$ cat src/design/rfo_pkg.sv
// Shared types and constants for the rectangle fill/outline rasterizer.
// No dependencies; imported by every module of the block.
package rfo_pkg;

    // Geometry compare width: Q15.8 sum plus one unit, signed.
    localparam int GEO_W      = 26;
    // Enough bits for any effective canvas dimension (up to 1024).
    localparam int DIM_EXT_W  = 11;
    // Widest canvas address (1024 x 1024 pixels).
    localparam int ADDR_MAX_W = 20;
    localparam int CFG_DIM_W  = 9;
    localparam int CHAR_W     = 8;
    localparam int QUEUE_DEPTH = 2;

    localparam int DEF_MAX_WIDTH  = 256;
    localparam int DEF_MAX_HEIGHT = 256;

    localparam logic [CFG_DIM_W-1:0] RST_CANVAS_WIDTH  = 9'd256;
    localparam logic [CFG_DIM_W-1:0] RST_CANVAS_HEIGHT = 9'd256;
    localparam logic [CHAR_W-1:0]    RST_BACKGROUND    = 8'd32;

    // Configuration register indexes.
    localparam logic [1:0] CFG_IDX_WIDTH  = 2'd0;
    localparam logic [1:0] CFG_IDX_HEIGHT = 2'd1;
    localparam logic [1:0] CFG_IDX_BG     = 2'd2;

    // Command codes on the func field.
    localparam logic [1:0] FUNC_CLEAR = 2'd0;
    localparam logic [1:0] FUNC_DRAW  = 2'd1;
    localparam logic [1:0] FUNC_READ  = 2'd2;

    // One pixel step in Q15.8.
    localparam logic signed [GEO_W-1:0] ONE_UNIT = 26'sd256;

    // Classified operation handed from front to back.
    typedef enum logic [2:0] {
        OP_CLEAR,   // sweep, paint everything with ch
        OP_DRAW,    // sweep, paint by rectangle test
        OP_READ,    // one memory read
        OP_BAD,     // rejected draw: reply bad_rect
        OP_ZERO     // reply zeros, no canvas access
    } t_op;

    typedef struct packed {
        t_op                     op;
        logic [CHAR_W-1:0]       ch;
        logic                    filled;
        logic signed [GEO_W-1:0] x_lo;     // left edge
        logic signed [GEO_W-1:0] x_edge;   // left edge + 1
        logic signed [GEO_W-1:0] x_hi;     // right edge
        logic signed [GEO_W-1:0] x_hedge;  // right edge - 1
        logic signed [GEO_W-1:0] y_lo;
        logic signed [GEO_W-1:0] y_edge;
        logic signed [GEO_W-1:0] y_hi;
        logic signed [GEO_W-1:0] y_hedge;
        logic [ADDR_MAX_W-1:0]   addr;     // read address
    } t_cmd;

endpackage

$ cat src/design/rfo_queue.sv
// Short command queue between front and back.
// Depends on rfo_pkg (t_cmd, QUEUE_DEPTH).
module rfo_queue
    import rfo_pkg::*;
(
    input  logic i_clk,
    input  logic i_rst_n,
    input  logic i_push,
    input  t_cmd i_cmd,
    output logic o_full,
    input  logic i_pop,
    output logic o_nonempty,
    output t_cmd o_head
);

    localparam int PW = (QUEUE_DEPTH > 1) ? $clog2(QUEUE_DEPTH) : 1;
    localparam int CW = $clog2(QUEUE_DEPTH + 1);

    t_cmd          r_slot [QUEUE_DEPTH];
    logic [PW-1:0] r_wr_ptr, r_rd_ptr;
    logic [CW-1:0] r_count;

    assign o_full     = (r_count == CW'(QUEUE_DEPTH));
    assign o_nonempty = (r_count != '0);
    assign o_head     = r_slot[r_rd_ptr];

    always_ff @(posedge i_clk) begin
        if (!i_rst_n) begin
            r_wr_ptr <= '0;
            r_rd_ptr <= '0;
            r_count  <= '0;
        end else begin
            if (i_push) begin
                r_wr_ptr <= r_wr_ptr + PW'(1);
            end
            if (i_pop) begin
                r_rd_ptr <= r_rd_ptr + PW'(1);
            end
            if (i_push && !i_pop) begin
                r_count <= r_count + CW'(1);
            end else if (i_pop && !i_push) begin
                r_count <= r_count - CW'(1);
            end
        end
    end

    always_ff @(posedge i_clk) begin
        if (i_push) begin
            r_slot[r_wr_ptr] <= i_cmd;
        end
    end

endmodule

$ cat config.mk
export PLATFORM = sky130hd
export DESIGN_NAME = rfo_queue
export DESIGN_NICKNAME = d
export VERILOG_FILES = /design/src/design/rfo_pkg.sv /design/src/design/rfo_queue.sv
export SDC_FILE = /design/constraint.sdc
export NUM_CORES = 1
export LEC_CHECK = 0
export BUFFER_PORTS_ARGS = -buffer_cell sky130_fd_sc_hd__buf_2
export CAP_MARGIN = 20
export CELL_PAD_IN_SITES_DETAIL_PLACEMENT = 0
export CELL_PAD_IN_SITES_GLOBAL_PLACEMENT = 1
export CORE_MARGIN = 2
export CORE_UTILIZATION = 40
export DETAILED_ROUTE_END_ITERATION = 8
export GPL_ROUTABILITY_DRIVEN = 0
export GPL_TIMING_DRIVEN = 1
export PLACE_DENSITY_LB_ADDON = 0.1
export SLEW_MARGIN = 10
export SYNTH_ARGS = -nofsm -noshare
export SYNTH_HDL_FRONTEND = slang
export SYNTH_SLANG_ARGS = --single-unit
$ cat constraint.sdc
create_clock -name i_clk -period 12.9 [get_ports i_clk]
set_input_delay 1.29 -clock i_clk [delete_from_list [all_inputs] [get_ports i_clk]]
set_output_delay 1.29 -clock i_clk [all_outputs]
set_load 0.03 [all_outputs]
### After elaboration in Yosys (flattened, before gate mapping)

Memories as Yosys holds them, arrays and structs flattened. A register that Yosys moved wholly into a read port is not among the register bits.
Index checks and enable logic that the tools add are counted.

| storage, ports and cells | value |
|---|---|
| memories | 1 |
| logic and storage cells | 21 |
| flip-flop bits (word level) | 4 |
| bits in writable memories | 480 |

| operators by class | value |
|---|---|
| eq/ne operators | 1 |
| mux-type cells | 6 |
| reduce and logical (&&, ||, !) cells | 6 |
| add/subtract/negate cells | 4 |

Memories:

| name | words | width | read ports | clocked after memory_dff | wr ports | line | source |
|---|---|---|---|---|---|---|---|
| r_slot | 2 | 240 | 1 | 1 | 1 | rfo_queue.sv:19 | `t_cmd r_slot [QUEUE_DEPTH];` |

Operators with widths:

| cell | number |
|---|---|
| $mux W1 | 4 |
| $mux W2 | 2 |
| $reduce_bool A2 Y1 | 2 |
| $add A1 B1 Y1 const B | 2 |
| $add A2 B1 Y2 const B | 1 |
| $eq A2 B2 Y1 const B | 1 |
| $logic_and A1 B1 Y1 | 2 |
| $logic_not A1 Y1 | 2 |
| $sub A2 B1 Y2 const B | 1 |

### Depth between registers and ports, before layout

| logic depth | value |
|---|---|
| word-level depth | 4 |
| depth in mapped cells | 5 |

### Worst setup path before layout

No wires, ideal clock.

| timing | value |
|---|---|
| kind | input-to-reg |
| from | input port i_push |
| to | register r_wr_ptr |
| buffers on the path | 0 |
| data required time | 12.793 ns |
| cell stages on the path | 2 |
| slack | 0.335 ns |
| data arrival time | 12.458 ns |
| cells stage by stage | nor2b_1 > o21a_1 |

RTL lines:

| item | line | source |
|---|---|---|
| start: declaration | rfo_queue.sv:8 | `input logic i_push,` |
| end signal: assignment | rfo_queue.sv:34 | `r_wr_ptr <= r_wr_ptr + PW'(1);` |
| end: declaration | rfo_queue.sv:20 | `logic [PW-1:0] r_wr_ptr, r_rd_ptr;` |

==> results.cfg <==
[clocking]
cts_tree = yes
insertion_delay_ns = 0.57
cts_repair_resize_count = 0
cts_max_level = 2
cts_sinks = 485
cts_setup_buffers = 0
cts_hold_buf = 0
cts.reportedPaths.clkPinSlew_ns = 0.06
cts_made_buffers = 52
cts_root_buf = clkbuf_16
clk_path_buf_depth = 3

[final_layout]
post-route-cell-area_mm2 = 0.0230
drive_gt1_frac = 0.609
area_delta_synth_final_pct = 24.0
fin_nets = 1537
layout_commonest_cell = buf_2
final_cell_mix = buf_2, edfxtp_1, mux2_4
finalCoreUtilization = 0.505

[pwr]
seq_power_share = 0.490
p_comb_frac = 0.137
power_leakage_nw = 9.00
p_sw_w = 0.000919
clkPwrFrac = 0.373
switching_share = 0.243
p_per_area_mw_per_mm2 = 164
vdd_drop_max_mv = 0.105
power.internal_w = 0.00287

[worst_setup_path]
cp.arrival_ns = 3.83
start_kind = flip-flop
cp_top_family = buffers and inverters
crit_chain = buf_4, buf_4, mux2_4, buf_2
cp.buffers_inverters = 3
cp_slowest_cell = buf_4
crit_type = reg2out
cp_common_cell = buf_4
cpPeakStageDelay_ns = 0.87
cp_max_fo = 62
worstPathRequired_ns = 11.61
critPathCaptureType = primary output

[routing]
drt_first_iter_violations = 573
drt_pass1_iterations = 5
vias_per_cell = 4.70
drc = 0
ant_nets = 0
wl_per_cell_um = 22.1
drt_wl_total_um = 42900
vias = 9117

[sta]
max_freq_ghz = 0.195
setup_viol = 0
tightestPinTransition_ns = 1.12
min_period_ns = 5.12
tns_ns = 0
slew_violations = 0
fin_crit_sh = 0.397
timing.slew.headroom = 0.253
finalHoldViolations = 0
rsz0062_at_grt = false
skew_ns = 0.00841

[yosys]
syn_inst = 769
synthDistinctLibCells = 18
ys_seq_area_frac = 0.782
ys_warn_count = 0
synth_seq_cells = 485
syn_area_mm2 = 0.0186
synth_area_per_cell_um2 = 24.1
syn_nets = 1014

[placement]
place_area_mm2 = 0.0214
port_buffers = 485
dp_hpwl_um = 29800

[grt]
grt_start_max_net_pins = 77
grt_pass1_wl_um = 59400
antenna_found_initial = 19
grt_util_all_layers = 0.171
grt_overflow_total = 0
first_global_vias = 9368

[status]
outcome = finished clean

[min_path]
hold_class = reg2reg

[floorplanning]
chipHeight_um = 219
num_io_pins = 486
start_util = 0.407
die_area_mm2 = 0.0481
die_w_um = 219
fp-row-count = 78
coreArea_mm2 = 0.0456

[run]
cap_violations = 0
[path summary, 6_finish.rpt]
kind              start  cells past startpoint  slack, ns            end
max           flip-flop                      4       7.78    o_head[164]
min          r_count[1]                      2       0.52     r_count[1]
min reg2reg  r_count[1]                      2       0.52     r_count[1]
max reg2reg    r_wr_ptr                      3       9.84  r_slot[1][62]
[Yosys cell counts, drive strengths merged]
master  number  share of area
edfxtp     480           0.78
mux2       240           0.19
buf         27          0.025
dfxtp        5         0.0054
and2         4         0.0013
nor2b        3         0.0010
xor2         2        0.00094
a21boi       1        0.00040
ha           1        0.00067
inv          1        0.00020
o21a         1        0.00040
o21ai        1        0.00027
or2          1        0.00034
or3          1        0.00034
xnor2        1        0.00047
[metal layers]
layer	global-route usage	routed length (um)	up-vias
li1	-	-	4138
met1	0.189	15700	4543
met2	0.291	21700	333
met3	0.0722	4240	81
met4	0.0667	1140	22
met5	0	131	-
[flip-flops by register name, summed over array words and instances, names as in the netlist, named ones only]
| signal | count |
|---|---|
| r_count | 2 |
| r_rd_ptr | 1 |
| r_slot | 480 |
| r_wr_ptr | 1 |
[per-stage QoR]
| step | setup slack [ns] | instances | total power (W) | hold WS (ns) |
|---|---|---|---|---|
| 2_1_floorplan | 0.335 | 769 | 0.00229 | 0.468 |
| 3_3_place_gp | 8.37 | 1838 | 0.00241 | 0.494 |
| 3_5_place_dp | 8.34 | 1838 | 0.00241 | 0.516 |
| 4_1_cts | 7.71 | 1930 | 0.00384 | 0.526 |
| 5_1_grt | 7.55 | 1936 | 0.00392 | 0.599 |
| 6_report | 7.78 | 1940 | 0.00378 | 0.520 |
[power by group through the flow]
stage	Combinational, W	Clock, W	Sequential, W
finish	0.000520	0.00141	0.00185
global route	0.000549	0.00151	0.00186
CTS	0.000528	0.00146	0.00185
detailed placement	0.000526	0	0.00189
global placement	0.000524	0	0.00189
floorplan	0.000394	0	0.00190
[worst register-to-register path: stages, from the launching register on]
cell	delay (ns)
dfxtp_1	0.38
and2_4	0.62
buf_4	0.79
buf_4	0.87
[layout make-up]
type | instances | area, um2
fill | 3831 | 22600
antenna | 10 | 25.0
clock inverter | 17 | 174
clock buffer | 75 | 1450
tap | 600 | 751
timing repair buffer | 496 | 2510
multi-input combinational | 256 | 3580
sequential | 485 | 14500
inverter | 1 | 3.75
[logic make-up after synthesis]
group | count (synthesis) | synth area share
flip-flops | 485 | 0.782
AND/OR/NAND/NOR | 9 | 0.00303
XOR/XNOR | 3 | 0.00142
AO/OA/AOI/OAI | 3 | 0.00108
adder cells (fa/ha/maj) | 1 | 0.000674
multiplexers | 240 | 0.186
buffers and inverters | 28 | 0.0256
Power figures use the tool's default switching activity.
