[src/design/rfo_pkg.sv]
// Shared types and constants for the rectangle fill/outline rasterizer.
// No dependencies; imported by every module of the block.
package rfo_pkg;

    // Geometry compare width: Q15.8 sum plus one unit, signed.
    localparam int GEO_W      = 26;
    // Enough bits for any effective canvas dimension (up to 1024).
    localparam int DIM_EXT_W  = 11;
    // Widest canvas address (1024 x 1024 pixels).
    localparam int ADDR_MAX_W = 20;
    localparam int CFG_DIM_W  = 9;
    localparam int CHAR_W     = 8;
    localparam int QUEUE_DEPTH = 2;

    localparam int DEF_MAX_WIDTH  = 256;
    localparam int DEF_MAX_HEIGHT = 256;

    localparam logic [CFG_DIM_W-1:0] RST_CANVAS_WIDTH  = 9'd256;
    localparam logic [CFG_DIM_W-1:0] RST_CANVAS_HEIGHT = 9'd256;
    localparam logic [CHAR_W-1:0]    RST_BACKGROUND    = 8'd32;

    // Configuration register indexes.
    localparam logic [1:0] CFG_IDX_WIDTH  = 2'd0;
    localparam logic [1:0] CFG_IDX_HEIGHT = 2'd1;
    localparam logic [1:0] CFG_IDX_BG     = 2'd2;

    // Command codes on the func field.
    localparam logic [1:0] FUNC_CLEAR = 2'd0;
    localparam logic [1:0] FUNC_DRAW  = 2'd1;
    localparam logic [1:0] FUNC_READ  = 2'd2;

    // One pixel step in Q15.8.
    localparam logic signed [GEO_W-1:0] ONE_UNIT = 26'sd256;

    // Classified operation handed from front to back.
    typedef enum logic [2:0] {
        OP_CLEAR,   // sweep, paint everything with ch
        OP_DRAW,    // sweep, paint by rectangle test
        OP_READ,    // one memory read
        OP_BAD,     // rejected draw: reply bad_rect
        OP_ZERO     // reply zeros, no canvas access
    } t_op;

    typedef struct packed {
        t_op                     op;
        logic [CHAR_W-1:0]       ch;
        logic                    filled;
        logic signed [GEO_W-1:0] x_lo;     // left edge
        logic signed [GEO_W-1:0] x_edge;   // left edge + 1
        logic signed [GEO_W-1:0] x_hi;     // right edge
        logic signed [GEO_W-1:0] x_hedge;  // right edge - 1
        logic signed [GEO_W-1:0] y_lo;
        logic signed [GEO_W-1:0] y_edge;
        logic signed [GEO_W-1:0] y_hi;
        logic signed [GEO_W-1:0] y_hedge;
        logic [ADDR_MAX_W-1:0]   addr;     // read address
    } t_cmd;

endpackage

[src/design/rfo_front.sv]
// Front end: accepts items and classifies them into queue commands.
// Depends on rfo_pkg; feeds rfo_queue.
module rfo_front
    import rfo_pkg::*;
#(
    parameter int MAX_WIDTH  = DEF_MAX_WIDTH,
    parameter int MAX_HEIGHT = DEF_MAX_HEIGHT,
    localparam int WW = $clog2(MAX_WIDTH + 1),
    localparam int HW = $clog2(MAX_HEIGHT + 1)
) (
    input  logic                     i_valid,
    input  logic                     i_full,
    output logic                     o_stall,
    output logic                     o_push,
    output t_cmd                     o_cmd,
    input  logic [WW-1:0]            i_w_eff,
    input  logic [HW-1:0]            i_h_eff,
    input  logic [CHAR_W-1:0]        i_bg,
    input  logic [1:0]               i_func,
    input  logic signed [23:0]       i_rect_x,
    input  logic signed [23:0]       i_rect_y,
    input  logic signed [23:0]       i_rect_w,
    input  logic signed [23:0]       i_rect_h,
    input  logic                     i_filled,
    input  logic [CHAR_W-1:0]        i_draw_char,
    input  logic [7:0]               i_read_col,
    input  logic [7:0]               i_read_row
);

    logic signed [GEO_W-1:0] x0, y0, xr, yb;
    logic                    size_bad;
    logic                    rd_in_range;

    assign o_stall = i_full;
    assign o_push  = i_valid && !i_full;

    assign x0 = GEO_W'(i_rect_x);
    assign y0 = GEO_W'(i_rect_y);
    assign xr = x0 + GEO_W'(i_rect_w);
    assign yb = y0 + GEO_W'(i_rect_h);

    assign size_bad    = (i_rect_w <= 24'sd0) || (i_rect_h <= 24'sd0);
    assign rd_in_range = (DIM_EXT_W'(i_read_col) < DIM_EXT_W'(i_w_eff)) &&
                         (DIM_EXT_W'(i_read_row) < DIM_EXT_W'(i_h_eff));

    always_comb begin
        o_cmd         = '0;
        o_cmd.op      = OP_ZERO;
        o_cmd.ch      = i_draw_char;
        o_cmd.filled  = i_filled;
        o_cmd.x_lo    = x0;
        o_cmd.x_edge  = x0 + ONE_UNIT;
        o_cmd.x_hi    = xr;
        o_cmd.x_hedge = xr - ONE_UNIT;
        o_cmd.y_lo    = y0;
        o_cmd.y_edge  = y0 + ONE_UNIT;
        o_cmd.y_hi    = yb;
        o_cmd.y_hedge = yb - ONE_UNIT;
        // row-major: row * width + col
        o_cmd.addr    = ADDR_MAX_W'(i_read_row) * ADDR_MAX_W'(i_w_eff)
                      + ADDR_MAX_W'(i_read_col);
        case (i_func)
            FUNC_CLEAR: begin
                o_cmd.op = OP_CLEAR;
                o_cmd.ch = i_bg;
            end
            FUNC_DRAW: begin
                o_cmd.op = size_bad ? OP_BAD : OP_DRAW;
            end
            FUNC_READ: begin
                o_cmd.op = rd_in_range ? OP_READ : OP_ZERO;
            end
            default: begin
                o_cmd.op = OP_ZERO;
            end
        endcase
    end

endmodule

[config.mk]
export PLATFORM = sky130hd
export DESIGN_NAME = rfo_front
export DESIGN_NICKNAME = d
export VERILOG_FILES = /design/src/design/rfo_pkg.sv /design/src/design/rfo_front.sv
export SDC_FILE = /design/constraint.sdc
export NUM_CORES = 1
export LEC_CHECK = 0
export ABC_AREA = 0
export BUFFER_PORTS_ARGS = -buffer_cell sky130_fd_sc_hd__buf_2
export CAP_MARGIN = 20
export CORE_AREA = 2 2 151 153
export DETAILED_ROUTE_END_ITERATION = 7
export DIE_AREA = 0 0 153 155
export GPL_TIMING_DRIVEN = 1
export SLEW_MARGIN = 20
export SYNTH_ARGS = -nofsm -noshare
export SYNTH_HDL_FRONTEND = slang
export SYNTH_SLANG_ARGS = --single-unit
[constraint.sdc]
create_clock -name vclk -period 8.2
set_input_delay 0 -clock vclk [all_inputs]
set_output_delay 0 -clock vclk [all_outputs]
set_load 0.03 [all_outputs]
## After elaboration in Yosys (flattened, before gate mapping)

Index checks and enable logic that the tools add are counted.

| storage, ports and cells | value |
|---|---|
| flip-flop bits (word level) | 0 |
| input port bits | 151 |
| output and inout port bits | 242 |
| logic and storage cells | 23 |

| cells by class | value |
|---|---|
| $add $sub $neg | 7 |
| multipliers | 1 |
| $lt $le $gt $ge | 4 |
| equality and inequality tests | 2 |
| muxes and demuxes | 4 |
| reductions and logical operators | 5 |

Operators with widths:

| cell | count |
|---|---|
| subtractor 25 x 10 -> 26 bit (second input constant) | 2 |
| adder 24 x 10 -> 25 bit (second input constant) | 2 |
| adder 24 x 24 -> 25 bit | 2 |
| less-or-equal comparator 24 x 1 -> 1 bit (second input constant) | 2 |
| adder 17 x 8 -> 18 bit | 1 |
| less-than comparator 8 x 9 -> 1 bit | 2 |
| multiplier 8 x 9 -> 17 bit | 1 |
| one-hot mux 3 bit (3 select lines) | 1 |
| two-way mux 8 bit | 1 |
| two-way mux 3 bit | 1 |
| == test 2 x 1 -> 1 bit (second input constant) | 1 |
| == test 2 bit (second input constant) | 1 |
| logical AND 1 bit | 2 |
| logical NOT 2 bit | 1 |
| two-way mux 2 bit | 1 |
| logical NOT 1 bit | 1 |
| logical OR 1 bit | 1 |

## Logic depth before layout (Yosys ltp)

| depth | value |
|---|---|
| depth in word-level cells | 4 |
| mapped depth | 22 |
| gate-level depth less buffers | 21 |

## Worst setup path after synthesis

No wires, ideal clock.

| timing path | value |
|---|---|
| path type | input-to-output |
| from | input i_read_row[1] |
| to | output o_cmd[17] in the netlist's numbering |
| arrival time | 4.954 ns |
| data required time | 8.200 ns |
| setup slack | 3.246 ns |
| stages | 19 |
| buffers on the path | 1 |
| path through | clkbuf_1 nand2_1 fa_1 inv_1 fa_1 inv_1 fa_1 fa_1 inv_1 ha_1 o21ai_0 a21boi_0 o21ai_0 a21boi_0 o21ai_0 a21oi_1 o41ai_1 or4b_2 o311ai_0 |

RTL lines:

| element | RTL line | text |
|---|---|---|
| start, declared | rfo_front.sv:27 | `input logic [7:0] i_read_row` |
| end, declared | rfo_front.sv:15 | `output t_cmd o_cmd,` |

==> results.ini <==
[drt]
via_per_inst = 4.92
antenna_left = 0
drt-pass1-iter-count = 5
routed_wl_um = 24500
avgRoutedWirePerCell_um = 16.0
vias = 7539
route.detailed.drc = 0
drt_iter0_markers = 259

[logic_synthesis]
netlist_area_sq_mm = 0.00736
synth_cells = 952
ys_seq_area_share_pct = 0
synth_area_leader_cell = ha_1
ys_warn_count = 0
avgSynthCellArea_sq_um = 7.74
netlist_top_cells_area = ha_1 18%, fa_1 14%, buf_4 9.5%, xnor2_1 8.1%, inv_1 6.6%
synth_cell_types = 77
yosys.area.top_type_share_pct = 18.3

[placement]
place_area_sq_mm = 0.00896
gp_congestion = 0.967
pre_cts_ws_ns = 2.78
place_hpwl_um = 21800
io_buffer_count = 389

[critical_path]
crit_type = in -> out
crit_start = i_read_row[1]
crit_fanout = 10
crit_required_ns = 8.20
cp-end-kind = primary output
cp_data_arrival_time_ns = 5.33
endpoint = o_cmd[17]
startpoint_type = input port

[pwr]
clockPowerShare_pct = 0
power_frac_seq_pct = 0
p_total_uw = 1710
comb_power_share_pct = 100.0
ir_worst_vdd_v = 0.000192
leakage_uw = 0.00486
power_density_mw_per_mm2 = 190
p_int_uw = 558
swShare_pct = 67.3
p_switching_uw = 1150

[floorplan]
rows = 55
io_pins = 393
core_sq_mm = 0.0222
start_util_pct = 33.1
die-height_um = 155
die_area_sq_mm = 0.0237
fp.dieW_um = 153

[global_routing]
track_usage_pct = 19.3
grt_pass1_vias = 7302
grt_first_pass_wirelength_um = 38200
grt_antenna_before_repair = 1
gr-total-overflow = 0
grt_max_degree = 11

[sta]
maxSlewViolCount = 0
finalSetupTns_ns = 0
fmax_mhz = 188
setup_ws_ns = 2.87
setup_viol_count_final = 0
final_hold_viol_count = 0
tightest_slew_ns = 0.761
rsz0062_at_grt = false
slew_headroom_pct = 48.5
fin_crit_sh_pct = 65.0
fin_crit_ns = 5.33

[final_layout]
drive_gt1_share_pct = 34.2
area_growth_pct = 21.7
seq_cells = 0
layout_common_cells = 389 x buf_2, 130 x inv_1, 108 x ha_1
postLayoutCoreUtil_pct = 40.3
mostFrequentLayoutCell = buf_2
clkbuf_count = 0
fillerInstances = 2380
layout.nets = 1558
stdcell_area_sq_mm = 0.00896
seqCellArea_sq_um = 0

[cts]
cts_setup_buffers = 0
cts_hold_buf = 0
post_cts_resized = 0

[flow_run]
drv_cap = 0

[status]
outcome = completed

[hold_path]
hold_class = in -> out

==> stage by stage <==
| step | cells | hold WS, ns |
|---|---|---|
| 6_report | 1531 | 0.000217 |
| 5_1_grt | 1531 | 0.000226 |
| 4_1_cts | 1530 | 0.000367 |
| 3_5_place_dp | 1530 | 0.000367 |
| 3_3_place_gp | 1530 | 0.000367 |
| 2_1_floorplan | 953 | 0.110 |
==> routing by layer <==
metal | up-vias | track usage [%] | share of wire (%)
met5 | - | 0 | 0
met4 | 0 | 1.41 | 0.49
met3 | 9 | 1.09 | 3.6
met2 | 212 | 34.3 | 49
met1 | 3561 | 27.0 | 47
li1 | 3757 | - | -
==> worst min path at each step <==
stage,startpoint,end,slack [ns],cells after the start
floorplan,i_full,o_push,0.11,1
global placement,i_filled,o_cmd[228],0.0004,0
global route,i_filled,o_cmd[228],0.0002,0
finish,i_filled,o_cmd[228],0.0002,0
CTS,i_filled,o_cmd[228],0.0004,0
detailed placement,i_filled,o_cmd[228],0.0004,0
==> kinds of logic after synthesis <==
logic type / synth area share, %
compound gates: 18.8
xor+xnor: 12.0
fa+ha+maj: 32.5
buf+inv: 16.3
mux: 1.65
other cells: 0.0509
simple gates: 18.7
==> critical path: stages <==
cell and delay, ns:
buf_2 0.20, nand2_1 0.10, fa_1 0.50, inv_1 0.05, fa_1 0.45, ha_1 0.29
inv_1 0.05, fa_1 0.52, inv_1 0.04, ha_1 0.32, nor2b_1 0.14, o21ai_0 0.22
a21boi_0 0.15, o21ai_0 0.29, a21boi_0 0.17, o21ai_0 0.22, a21oi_1 0.11, o41ai_1 0.47
or4b_2 0.62, o311ai_0 0.11, buf_2 0.26
==> layout make-up <==
type | instances | area (sq um) | area share, %
well taps | 285 | 357 | 3.98
inverters | 130 | 488 | 5.45
diodes | 1 | 2.50 | 0.0279
repair buffers | 389 | 1950 | 21.7
multi-input cells | 726 | 6170 | 68.8
==> power groups by stage <==
stage / Clock (uW) / Sequential, uW / Combinational, uW
after global routing: 0.0000164 / 0 / 1860
after CTS: 0 / 0 / 1720
after floorplan: 0 / 0 / 1290
after detailed placement: 0 / 0 / 1710
after global placement: 0 / 0 / 1700
final: 0.0000164 / 0 / 1710
==> cell usage after synthesis (9+ instances only) <==
master	instances
a21oi_1	44
buf_4	93
xnor2_1	68
ha_1	108
nand4_1	10
mux2_2	9
fa_1	52
nor3_1	15
and2_1	54
a21o_1	25
nor4_1	12
o21bai_1	9
nor2_1	44
and3_1	9
xor2_1	33
nand2_1	62
nand3_1	14
o21ai_0	30
inv_1	130
No activity file was read; power rests on OpenSTA's default activity.
